**config.mk**
```make
export PLATFORM = sky130hd
export DESIGN_NAME = sprite_frame_sequencer
export DESIGN_NICKNAME = d
export VERILOG_FILES = /design/src/sv/sfs_pkg.sv /design/src/sv/sfs_ctrl.sv /design/src/sv/sfs_dp.sv /design/src/sv/sprite_frame_sequencer.sv
export SDC_FILE = /design/constraint.sdc
export NUM_CORES = 2
export LEC_CHECK = 0
export ABC_AREA = 1
export BUFFER_PORTS_ARGS = -buffer_cell sky130_fd_sc_hd__buf_2
export CORE_MARGIN = 1.5
export CORE_UTILIZATION = 60
export DETAILED_ROUTE_END_ITERATION = 8
export HOLD_SLACK_MARGIN = 0.15
export PLACE_DENSITY_LB_ADDON = 0.08
export SYNTH_ARGS = -nofsm -noshare
export SYNTH_HDL_FRONTEND = slang
export SYNTH_SLANG_ARGS = --single-unit
```
**constraint.sdc**
```tcl
create_clock -name clk -period 7.4 [get_ports clk]
set_clock_uncertainty 0.15 [all_clocks]
set_input_delay 0.74 -clock clk [delete_from_list [all_inputs] [get_ports clk]]
set_output_delay 0.74 -clock clk [all_outputs]
set_load 0.05 [all_outputs]
```
**src/sv/sfs_pkg.sv**
```systemverilog
// ----------------------------------------------------------------------------
// sfs_pkg
// Shared types, codes and defaults of the sprite frame sequencer.
// ----------------------------------------------------------------------------
package sfs_pkg;

  localparam int TABLE_DEPTH_DEF  = 16;
  localparam int MAX_ADVANCES_DEF = 64;

  localparam int MODE_W  = 3;
  localparam int TIME_W  = 16;
  localparam int IDX_W   = 4;
  localparam int SPR_W   = 16;
  localparam int DUR_W   = 16;
  localparam int FRAME_W = 4;
  localparam int CNT_W   = 5;
  localparam int ACC_W   = 32;
  localparam int ENTRY_W = SPR_W + DUR_W;

  localparam int IN_DATA_W  = 56;
  localparam int IN_USER_W  = 3;
  localparam int OUT_DATA_W = 24;
  localparam int OUT_USER_W = 1;

  localparam int CFG_ADDR_W = 2;
  localparam int CFG_DATA_W = 16;

  localparam logic [MODE_W-1:0] MODE_TICK    = 3'd0;
  localparam logic [MODE_W-1:0] MODE_PLAY    = 3'd1;
  localparam logic [MODE_W-1:0] MODE_STOP    = 3'd2;
  localparam logic [MODE_W-1:0] MODE_RESTART = 3'd3;
  localparam logic [MODE_W-1:0] MODE_LOAD    = 3'd4;

  localparam logic [CFG_ADDR_W-1:0] REG_LOOP_ENABLE   = 2'd0;
  localparam logic [CFG_ADDR_W-1:0] REG_SPEED_SCALE   = 2'd1;
  localparam logic [CFG_ADDR_W-1:0] REG_FRAMES_IN_USE = 2'd2;

  localparam logic [TIME_W-1:0] SPEED_RESET = 16'd256;

  typedef enum logic [2:0] {
    S_IDLE,
    S_EXEC,
    S_ADV,
    S_WAIT,
    S_OUT
  } state_t;

  typedef struct packed {
    logic latch;
    logic exec;
    logic adv;
    logic out_load;
  } ctl_cmd_t;

  typedef struct packed {
    logic tick_go;
    logic covered;
    logic stop_hit;
    logic steps_last;
  } dp_stat_t;

endpackage

```
**src/sv/sfs_ctrl.sv**
```systemverilog
// ----------------------------------------------------------------------------
// sfs_ctrl
// Sequencer FSM: accept, command execute, frame advance loop, result hand-off.
// ----------------------------------------------------------------------------
module sfs_ctrl (
  input  logic              clk,
  input  logic              rst_n,
  input  logic              in_tvalid,
  output logic              in_tready,
  output logic              out_tvalid,
  input  logic              out_tready,
  input  sfs_pkg::dp_stat_t stat,
  output sfs_pkg::ctl_cmd_t cmd
);

  sfs_pkg::state_t state_r, state_nxt;
  logic            out_valid_r, out_valid_nxt;
  logic            slot_free;

  assign slot_free  = !out_valid_r || out_tready;
  assign out_tvalid = out_valid_r;

  always_comb begin
    state_nxt = state_r;
    unique case (state_r)
      sfs_pkg::S_IDLE: begin
        if (in_tvalid) state_nxt = sfs_pkg::S_EXEC;
      end
      sfs_pkg::S_EXEC: begin
        if (stat.tick_go) state_nxt = sfs_pkg::S_ADV;
        else              state_nxt = sfs_pkg::S_WAIT;
      end
      sfs_pkg::S_ADV: begin
        if (!stat.covered || stat.stop_hit || stat.steps_last) state_nxt = sfs_pkg::S_OUT;
      end
      sfs_pkg::S_WAIT: begin
        state_nxt = sfs_pkg::S_OUT;
      end
      sfs_pkg::S_OUT: begin
        if (slot_free) state_nxt = sfs_pkg::S_IDLE;
      end
      default: state_nxt = sfs_pkg::S_IDLE;
    endcase
  end

  always_comb begin
    cmd       = '0;
    in_tready = 1'b0;
    unique case (state_r)
      sfs_pkg::S_IDLE: begin
        in_tready = 1'b1;
        cmd.latch = in_tvalid;
      end
      sfs_pkg::S_EXEC: cmd.exec     = 1'b1;
      sfs_pkg::S_ADV:  cmd.adv      = 1'b1;
      sfs_pkg::S_WAIT: cmd          = '0;
      sfs_pkg::S_OUT:  cmd.out_load = slot_free;
      default:         cmd          = '0;
    endcase
  end

  always_comb begin
    out_valid_nxt = out_valid_r;
    if (out_tready)   out_valid_nxt = 1'b0;
    if (cmd.out_load) out_valid_nxt = 1'b1;
  end

  always_ff @(posedge clk) begin
    if (!rst_n) begin
      state_r     <= sfs_pkg::S_IDLE;
      out_valid_r <= 1'b0;
    end else begin
      state_r     <= state_nxt;
      out_valid_r <= out_valid_nxt;
    end
  end

  a_accept_exec: assert property (@(posedge clk) disable iff (!rst_n)
    (in_tvalid && in_tready) |=> (state_r == sfs_pkg::S_EXEC))
    else $error("accepted beat did not enter execute");

  a_out_no_drop: assert property (@(posedge clk) disable iff (!rst_n)
    (out_valid_r && !out_tready) |=> out_valid_r)
    else $error("pending result lost");

  a_ready_idle: assert property (@(posedge clk) disable iff (!rst_n)
    in_tready |-> (state_r == sfs_pkg::S_IDLE))
    else $error("ready outside idle");

endmodule

```
**src/sv/sfs_dp.sv**
```systemverilog
// ----------------------------------------------------------------------------
// sfs_dp
// Datapath: config registers, frame table, accumulator, frame counter, result.
// ----------------------------------------------------------------------------
module sfs_dp #(
  parameter int TABLE_DEPTH  = sfs_pkg::TABLE_DEPTH_DEF,
  parameter int MAX_ADVANCES = sfs_pkg::MAX_ADVANCES_DEF
) (
  input  logic                           clk,
  input  logic                           rst_n,
  input  sfs_pkg::ctl_cmd_t              cmd,
  output sfs_pkg::dp_stat_t              stat,
  // [15:0] delta_time, [19:16] entry_index, [35:20] entry_sprite, [51:36] entry_duration
  input  logic [sfs_pkg::IN_DATA_W-1:0]  in_tdata,
  // [2:0] mode
  input  logic [sfs_pkg::IN_USER_W-1:0]  in_tuser,
  input  logic                           cfg_we,
  input  logic [sfs_pkg::CFG_ADDR_W-1:0] cfg_addr,
  input  logic [sfs_pkg::CFG_DATA_W-1:0] cfg_wdata,
  // [15:0] sprite_id, [19:16] frame_index, [20] is_playing, [21] is_finished
  output logic [sfs_pkg::OUT_DATA_W-1:0] out_tdata,
  // [0] sprite_valid
  output logic [sfs_pkg::OUT_USER_W-1:0] out_tuser
);

  localparam int AW = (TABLE_DEPTH > 1) ? $clog2(TABLE_DEPTH) : 1;
  localparam int SW = $clog2(MAX_ADVANCES + 1);

  function automatic logic [sfs_pkg::DUR_W-1:0] dur_q(input logic [sfs_pkg::ENTRY_W-1:0] e);
    dur_q = e[sfs_pkg::DUR_W-1:0];
  endfunction

  logic [sfs_pkg::ENTRY_W-1:0] mem [TABLE_DEPTH];
  logic [sfs_pkg::ENTRY_W-1:0] rd_q;

  logic                        loop_r;
  logic [sfs_pkg::TIME_W-1:0]  speed_r;
  logic [sfs_pkg::CNT_W-1:0]   fiu_r;

  logic [sfs_pkg::MODE_W-1:0]  mode_r;
  logic [sfs_pkg::IDX_W-1:0]   idx_r;
  logic [sfs_pkg::SPR_W-1:0]   spr_r;
  logic [sfs_pkg::DUR_W-1:0]   dur_r;
  logic [sfs_pkg::ACC_W-1:0]   prod_r;

  logic [sfs_pkg::FRAME_W-1:0] cur_r, cur_nxt;
  logic [sfs_pkg::ACC_W-1:0]   acc_r, acc_nxt;
  logic                        play_r, play_nxt;
  logic                        fin_r, fin_nxt;
  logic [SW-1:0]               steps_r, steps_nxt;

  logic [sfs_pkg::OUT_DATA_W-1:0] odata_r;
  logic [sfs_pkg::OUT_USER_W-1:0] ouser_r;

  logic [8:0]                  depth9, fiu9, idx9, cur9;
  logic [sfs_pkg::CNT_W-1:0]   cnt;
  logic [AW-1:0]               rd_addr, wr_addr;
  logic                        wr_en;
  logic [sfs_pkg::ACC_W-1:0]   need;
  logic [sfs_pkg::ACC_W:0]     sum;
  logic [sfs_pkg::CNT_W-1:0]   nxt_frame;
  logic                        wrap;
  logic                        active;

  assign depth9 = 9'(TABLE_DEPTH);
  assign fiu9   = {4'b0, fiu_r};
  assign cnt    = (fiu9 > depth9) ? depth9[sfs_pkg::CNT_W-1:0] : fiu_r;
  assign active = play_r && !fin_r && (cnt != '0);

  assign need      = {8'b0, dur_q(rd_q), 8'b0};
  assign sum       = {1'b0, acc_r} + {1'b0, prod_r};
  assign nxt_frame = {1'b0, cur_r} + 5'd1;
  assign wrap      = nxt_frame >= cnt;

  assign stat.tick_go    = (mode_r == sfs_pkg::MODE_TICK) && active;
  assign stat.covered    = acc_r >= need;
  assign stat.stop_hit   = wrap && !loop_r;
  assign stat.steps_last = steps_r == SW'(MAX_ADVANCES - 1);

  // config
  always_ff @(posedge clk) begin
    if (!rst_n) begin
      loop_r  <= 1'b0;
      speed_r <= sfs_pkg::SPEED_RESET;
      fiu_r   <= '0;
    end else if (cfg_we) begin
      unique case (cfg_addr)
        sfs_pkg::REG_LOOP_ENABLE:   loop_r  <= cfg_wdata[0];
        sfs_pkg::REG_SPEED_SCALE:   speed_r <= cfg_wdata;
        sfs_pkg::REG_FRAMES_IN_USE: fiu_r   <= cfg_wdata[sfs_pkg::CNT_W-1:0];
        default: ;
      endcase
    end
  end

  // input beat and scaled delta
  always_ff @(posedge clk) begin
    if (cmd.latch) begin
      mode_r <= in_tuser[sfs_pkg::MODE_W-1:0];
      idx_r  <= in_tdata[19:16];
      spr_r  <= in_tdata[35:20];
      dur_r  <= in_tdata[51:36];
      prod_r <= {16'b0, in_tdata[15:0]} * {16'b0, speed_r};
    end
  end

  always_comb begin
    cur_nxt   = cur_r;
    acc_nxt   = acc_r;
    play_nxt  = play_r;
    fin_nxt   = fin_r;
    steps_nxt = steps_r;
    if (cmd.exec) begin
      case (mode_r)
        sfs_pkg::MODE_TICK: begin
          if (active) acc_nxt = sum[sfs_pkg::ACC_W] ? '1 : sum[sfs_pkg::ACC_W-1:0];
          steps_nxt = '0;
        end
        sfs_pkg::MODE_PLAY: begin
          play_nxt = 1'b1;
          fin_nxt  = 1'b0;
        end
        sfs_pkg::MODE_STOP: play_nxt = 1'b0;
        sfs_pkg::MODE_RESTART: begin
          cur_nxt  = '0;
          acc_nxt  = '0;
          play_nxt = 1'b1;
          fin_nxt  = 1'b0;
        end
        sfs_pkg::MODE_LOAD: begin
          cur_nxt  = '0;
          acc_nxt  = '0;
          play_nxt = 1'b0;
          fin_nxt  = 1'b0;
        end
        default: ;
      endcase
    end
    if (cmd.adv && stat.covered) begin
      acc_nxt   = acc_r - need;
      steps_nxt = steps_r + SW'(1);
      if (!wrap) begin
        cur_nxt = nxt_frame[sfs_pkg::FRAME_W-1:0];
      end else if (loop_r) begin
        cur_nxt = '0;
      end else begin
        cur_nxt  = sfs_pkg::FRAME_W'(cnt - 5'd1);
        play_nxt = 1'b0;
        fin_nxt  = 1'b1;
      end
    end
  end

  always_ff @(posedge clk) begin
    if (!rst_n) begin
      cur_r   <= '0;
      acc_r   <= '0;
      play_r  <= 1'b0;
      fin_r   <= 1'b0;
      steps_r <= '0;
    end else begin
      cur_r   <= cur_nxt;
      acc_r   <= acc_nxt;
      play_r  <= play_nxt;
      fin_r   <= fin_nxt;
      steps_r <= steps_nxt;
    end
  end

  // frame table, read tracks the next frame so rd_q follows cur_r
  assign idx9    = {5'b0, idx_r};
  assign cur9    = {5'b0, cur_nxt};
  assign rd_addr = cur9[AW-1:0];
  assign wr_addr = idx9[AW-1:0];
  assign wr_en   = cmd.exec && (mode_r == sfs_pkg::MODE_LOAD) && (idx9 < depth9);

  always_ff @(posedge clk) begin
    if (wr_en) mem[wr_addr] <= {spr_r, dur_r};
    rd_q <= mem[rd_addr];
  end

  // result register
  always_ff @(posedge clk) begin
    if (cmd.out_load) begin
      odata_r[15:0]  <= (cnt != '0) ? rd_q[sfs_pkg::ENTRY_W-1:sfs_pkg::DUR_W] : '0;
      odata_r[19:16] <= cur_r;
      odata_r[20]    <= play_r;
      odata_r[21]    <= fin_r;
      odata_r[23:22] <= 2'b0;
      ouser_r        <= (cnt != '0);
    end
  end

  assign out_tdata = odata_r;
  assign out_tuser = ouser_r;

  a_cur_in_table: assert property (@(posedge clk) disable iff (!rst_n)
    32'(cur_r) < TABLE_DEPTH)
    else $error("current frame outside table");

  a_fin_not_play: assert property (@(posedge clk) disable iff (!rst_n)
    fin_r |-> !play_r)
    else $error("finished while playing");

  a_adv_bound: assert property (@(posedge clk) disable iff (!rst_n)
    cmd.adv |-> (32'(steps_r) < MAX_ADVANCES))
    else $error("advance limit exceeded");

endmodule

```
**src/sv/sprite_frame_sequencer.sv**
```systemverilog
// ----------------------------------------------------------------------------
// sprite_frame_sequencer
// Animation frame sequencer: steps a sprite/duration table on scaled ticks.
// ----------------------------------------------------------------------------
//  port group   dir  content
//  in_*         in   tuser: mode; tdata: delta_time, entry_index, sprite, duration
//  out_*        out  tuser: sprite_valid; tdata: sprite_id, frame_index, flags
//  cfg_*        in   write-only: loop_enable, speed_scale, frames_in_use
//
//  Play, stop, restart, load, unused modes and idle ticks pass through accept,
//  execute, table read and result load.
//  A tick with N frame advances runs accept, execute, one advance per cycle,
//  then result load; the advance loop ends on a frame not covered, on an
//  advance that stops the run, or at MAX_ADVANCES (N <= MAX_ADVANCES).
//  Reset: rst_n synchronous; the frame table is not cleared.
//  A new beat is taken while the previous result waits on out_tready; the
//  next result load then waits for that slot.
// ----------------------------------------------------------------------------
module sprite_frame_sequencer #(
  parameter int TABLE_DEPTH  = sfs_pkg::TABLE_DEPTH_DEF,
  parameter int MAX_ADVANCES = sfs_pkg::MAX_ADVANCES_DEF
) (
  input  logic                           clk,
  input  logic                           rst_n,
  input  logic                           in_tvalid,
  output logic                           in_tready,
  // [15:0] delta_time, [19:16] entry_index, [35:20] entry_sprite, [51:36] entry_duration
  input  logic [sfs_pkg::IN_DATA_W-1:0]  in_tdata,
  // [2:0] mode
  input  logic [sfs_pkg::IN_USER_W-1:0]  in_tuser,
  output logic                           out_tvalid,
  input  logic                           out_tready,
  // [15:0] sprite_id, [19:16] frame_index, [20] is_playing, [21] is_finished
  output logic [sfs_pkg::OUT_DATA_W-1:0] out_tdata,
  // [0] sprite_valid
  output logic [sfs_pkg::OUT_USER_W-1:0] out_tuser,
  input  logic                           cfg_we,
  input  logic [sfs_pkg::CFG_ADDR_W-1:0] cfg_addr,
  input  logic [sfs_pkg::CFG_DATA_W-1:0] cfg_wdata
);

  sfs_pkg::ctl_cmd_t cmd;
  sfs_pkg::dp_stat_t stat;

  sfs_ctrl u_ctrl (
    .clk       (clk),
    .rst_n     (rst_n),
    .in_tvalid (in_tvalid),
    .in_tready (in_tready),
    .out_tvalid(out_tvalid),
    .out_tready(out_tready),
    .stat      (stat),
    .cmd       (cmd)
  );

  sfs_dp #(
    .TABLE_DEPTH (TABLE_DEPTH),
    .MAX_ADVANCES(MAX_ADVANCES)
  ) u_dp (
    .clk      (clk),
    .rst_n    (rst_n),
    .cmd      (cmd),
    .stat     (stat),
    .in_tdata (in_tdata),
    .in_tuser (in_tuser),
    .cfg_we   (cfg_we),
    .cfg_addr (cfg_addr),
    .cfg_wdata(cfg_wdata),
    .out_tdata(out_tdata),
    .out_tuser(out_tuser)
  );

endmodule
```
==> results.md <==
- Outcome: finished clean
- DP Wirelength: 61.5 mm
- Actual slew at the worst max-slew pin: 1.17 ns
- R2R depth: 20
- Pins over their slew limit: 0
- VDD IR max: 266 uV
- Crit Path Max Fanout: 17
- Grt ovf: 0
- Initial antenna violation count: 1
- H-tree lvl count: 3
- Synthesis-stage register bit count: 709
- Post-DR vias/cell: 5.47
- Post-Syn Area: 41,200 sq um
- Syn avg cell area: 9.13 sq um
- Syn. warnings: 0
- CORE AREA: 67,500 sq um
- Setup TNS Final: 0 ns
- First-pass GRT wire length: 159 mm
- Dpl cells: 5,322
- Maximum clock frequency: 159 MHz
- Critical path class: register to register
- Routed wire per std cell: 18.7 um
- Reg clk slew, reported paths: 0.06 ns
- Die width: 265 um
- CP endpoint kind: register
- Dominant combinational cell family by area after synthesis: simple AND/OR/NAND/NOR gates
- Buffers on Ports: 102
- Root Buffer: clkbuf_16
- Via count: 30,041
- Min cycle time layout: 6.27 ns
- Synth-to-layout area growth: 9.78%
- Synth async-reset ratio: 0%
- RR Endpoint: u_dp.prod_r[25]
- CTS tree: done
- Fraction of layout cells with a size suffix above 1: 6.73%
- Final worst setup slack: 1.13 ns
- CP required: 7.59 ns
- Synth Area in Compound Gates: 4.23%
- Post-CTS setup buffer count: 0
- Endpoints failing setup: 0
- Final Wtd Congestion: 0.920
- Starting Density: 61.0%
- Area after DPL: 42,300 sq um
- Top cell type's share of synthesized area: 44.2%
- Most common cell in the netlist: inv_1
- Xor-xnor portion of the synthesized cell area: 1.32%
- Largest net degree at the start of global routing: 155
- Clk buf depth: 3
- Post-route ant nets: 0
- Seq/Total Area, Yosys: 49.2%
- Crit share post-route: 84.8%
- # DRC: 0
- # diodes: 0
- Simple-gate share of the synthesized area: 19.2%
- Leakage power: 0.0213 uW
- Total Nets Final: 4,999
- Fin cells: 5,495
- Vias in the first global route: 28,549
- Total Wirelength: 103 mm
- Worst skew pair latency: 0.65 ns
- Min-delay worst type: primary input to register
- Die area: 70,200 sq um
- MaxCap Viol Count: 0
- Total GRT Usage: 29.5%
- Slew HR: 21.8%
- Cell count after synthesis: 4,513
- Area leader, netlist: edfxtp_1
- Post-synth top flop: edfxtp_1
- Area contributors post-synth: edfxtp_1 44%, fa_1 9.5%, inv_1 9.1%
- Top Ports: 109
- Commonest cells in the netlist: 1,003 x inv_1, 907 x nand2_1, 675 x nand3_1
- Starting DRT DRC Count: 2,911
- Pwr Density: 320 nW/um^2
- Hold Fails Final Rpt: 0
- RSZ-0062 raised after global routing: no
- DIE HEIGHT: 265 um
- Mux cell area share after synthesis: 0%
- Area share of fa/ha/maj cells after synthesis: 14.4%
- Num CTS Buffers: 76
- Core Rows: 95
- DRT Pass-1 Iters: 6
- Filler cells: 5,485
- R2R setup slack: 1.13 ns
- Reg-to-reg startpoint: u_dp.speed_r[1]
- Fin area: 45,200 sq um
- CP arrival: 6.46 ns
- Critical Path End: u_dp.prod_r[25]
- Setup slack at placement: 0.857 ns
- Critical path launch point type: register
- CTS sink count: 709
- Number of synthesized flops with an enable pin: 606
- Distinct cells, synth: 50
- Crit. Startpoint: u_dp.speed_r[1]
[what timing repair did]
| item | 4_1_cts | 5_1_grt |
|---|---|---|
| setup endpoints to repair | 0 | 0 |
| endpoints found under the hold margin | 33 | 0 |
| hold buffers | 33 | 0 |
| gates resized for setup | 0 | 0 |
[routing by layer]
layer	vias to the layer above	track usage [%]	routed length (um)
met5	-	0	13
met2	1132	45.6	45600
met3	152	3.94	7970
li1	14410	-	-
met4	2	7.86	2070
met1	14345	44.2	46900
[state kept, by name, summed over array words and instances, names as in the netlist]
name,flops
u_dp.mem,512
u_dp.acc_r,32
u_dp.prod_r,32
u_dp.rd_q,32
u_dp.out_tdata,22
u_dp.dur_r,16
u_dp.speed_r,16
u_dp.spr_r,16
u_dp.steps_r,7
u_dp.fiu_r,5
u_dp.cur_r,4
u_dp.idx_r,4
u_ctrl.state_r,3
u_dp.mode_r,3
u_ctrl.out_tvalid,1
u_dp.fin_r,1
u_dp.loop_r,1
u_dp.out_tuser,1
u_dp.play_r,1
[worst min-delay path by stage]
stage,cells past startpoint,to,from
global placement,0,u_dp.out_tdata[19],u_dp.cur_r[3]
detailed placement,0,u_dp.out_tdata[19],u_dp.cur_r[3]
global route,1,u_dp.dur_r[10],in_tdata[46]
CTS,1,u_dp.dur_r[10],in_tdata[46]
finish,1,u_dp.dur_r[2],in_tdata[38]
floorplan,0,u_dp.out_tdata[19],u_dp.cur_r[3]
[report_power, final]
group | internal (uW) | leakage [uW] | switching, uW | total, uW
Combinational | 1690 | 0.0137 | 3730 | 5410
Clock | 2250 | 0.00126 | 1610 | 3850
Sequential | 4860 | 0.00634 | 349 | 5210
Total | 8790 | 0.0213 | 5690 | 14500
[placed cells by master, fill, tap and decap left out, types with 15 or more instances in the layout]
master and n:
inv_1 1003, nand2_1 905, nand3_1 675, edfxtp_1 606, fa_1 196, nor2_1 171, ha_1 161, a21oi_1 138
o21ai_0 132, dfxtp_1 103, buf_2 102, clkbuf_16 77, buf_4 38, xor2_1 35, dlygate4sd3_1 33, xnor2_1 27
nor3_1 24, nor2_4 18, clkbuf_1 15
[area by class of cell]
class | count | area [sq um] | area share (%)
Clock buffer | 105 | 2160 | 4.78
Clock inverter | 35 | 409 | 0.905
Inverter | 1019 | 3830 | 8.47
Multi-Input combinational cell | 2580 | 16300 | 36.1
Sequential cell | 709 | 20300 | 44.8
Tap cell | 873 | 1090 | 2.42
Timing Repair Buffer | 174 | 1150 | 2.53
[critical path, cell delays in order, from the launching register on]
cell and delay (ns):
dfxtp_1 0.84, nand2_1 0.17, fa_1 0.54, fa_1 0.51, fa_1 0.52, inv_1 0.05
fa_1 0.49, fa_1 0.49, inv_1 0.05, fa_1 0.47, inv_1 0.04, ha_1 0.33
a21oi_1 0.23, o21ai_0 0.14, a21oi_1 0.32, o21ai_0 0.19, nand2_1 0.09, nand2_1 0.09
nand2_1 0.07, nand2_1 0.05, xor2_1 0.16
[cells by family (layout without fill, tap and decap cells)]
kind of cell	count (synthesis)	count (layout)
AND/OR/NAND/NOR	1836	1836
buffers and inverters	1225	1333
XOR/XNOR	62	62
adder cells (fa/ha/maj)	357	357
flip-flops	709	709
other	1	2
AO/OA/AOI/OAI	323	323
[stage by stage]
| step | total power [uW] | utilization, % | hold slack, ns |
|---|---|---|---|
| floorplan | 9090 | - | 0.258 |
| global placement | 10500 | 62.7 | 0.297 |
| detailed placement | 10600 | 62.7 | 0.309 |
| CTS | 14500 | 67.0 | 0.159 |
| global route | 15300 | 67.0 | 0.165 |
| finish | 14500 | 67.0 | 0.182 |
No activity file was read; power rests on OpenSTA's default activity.
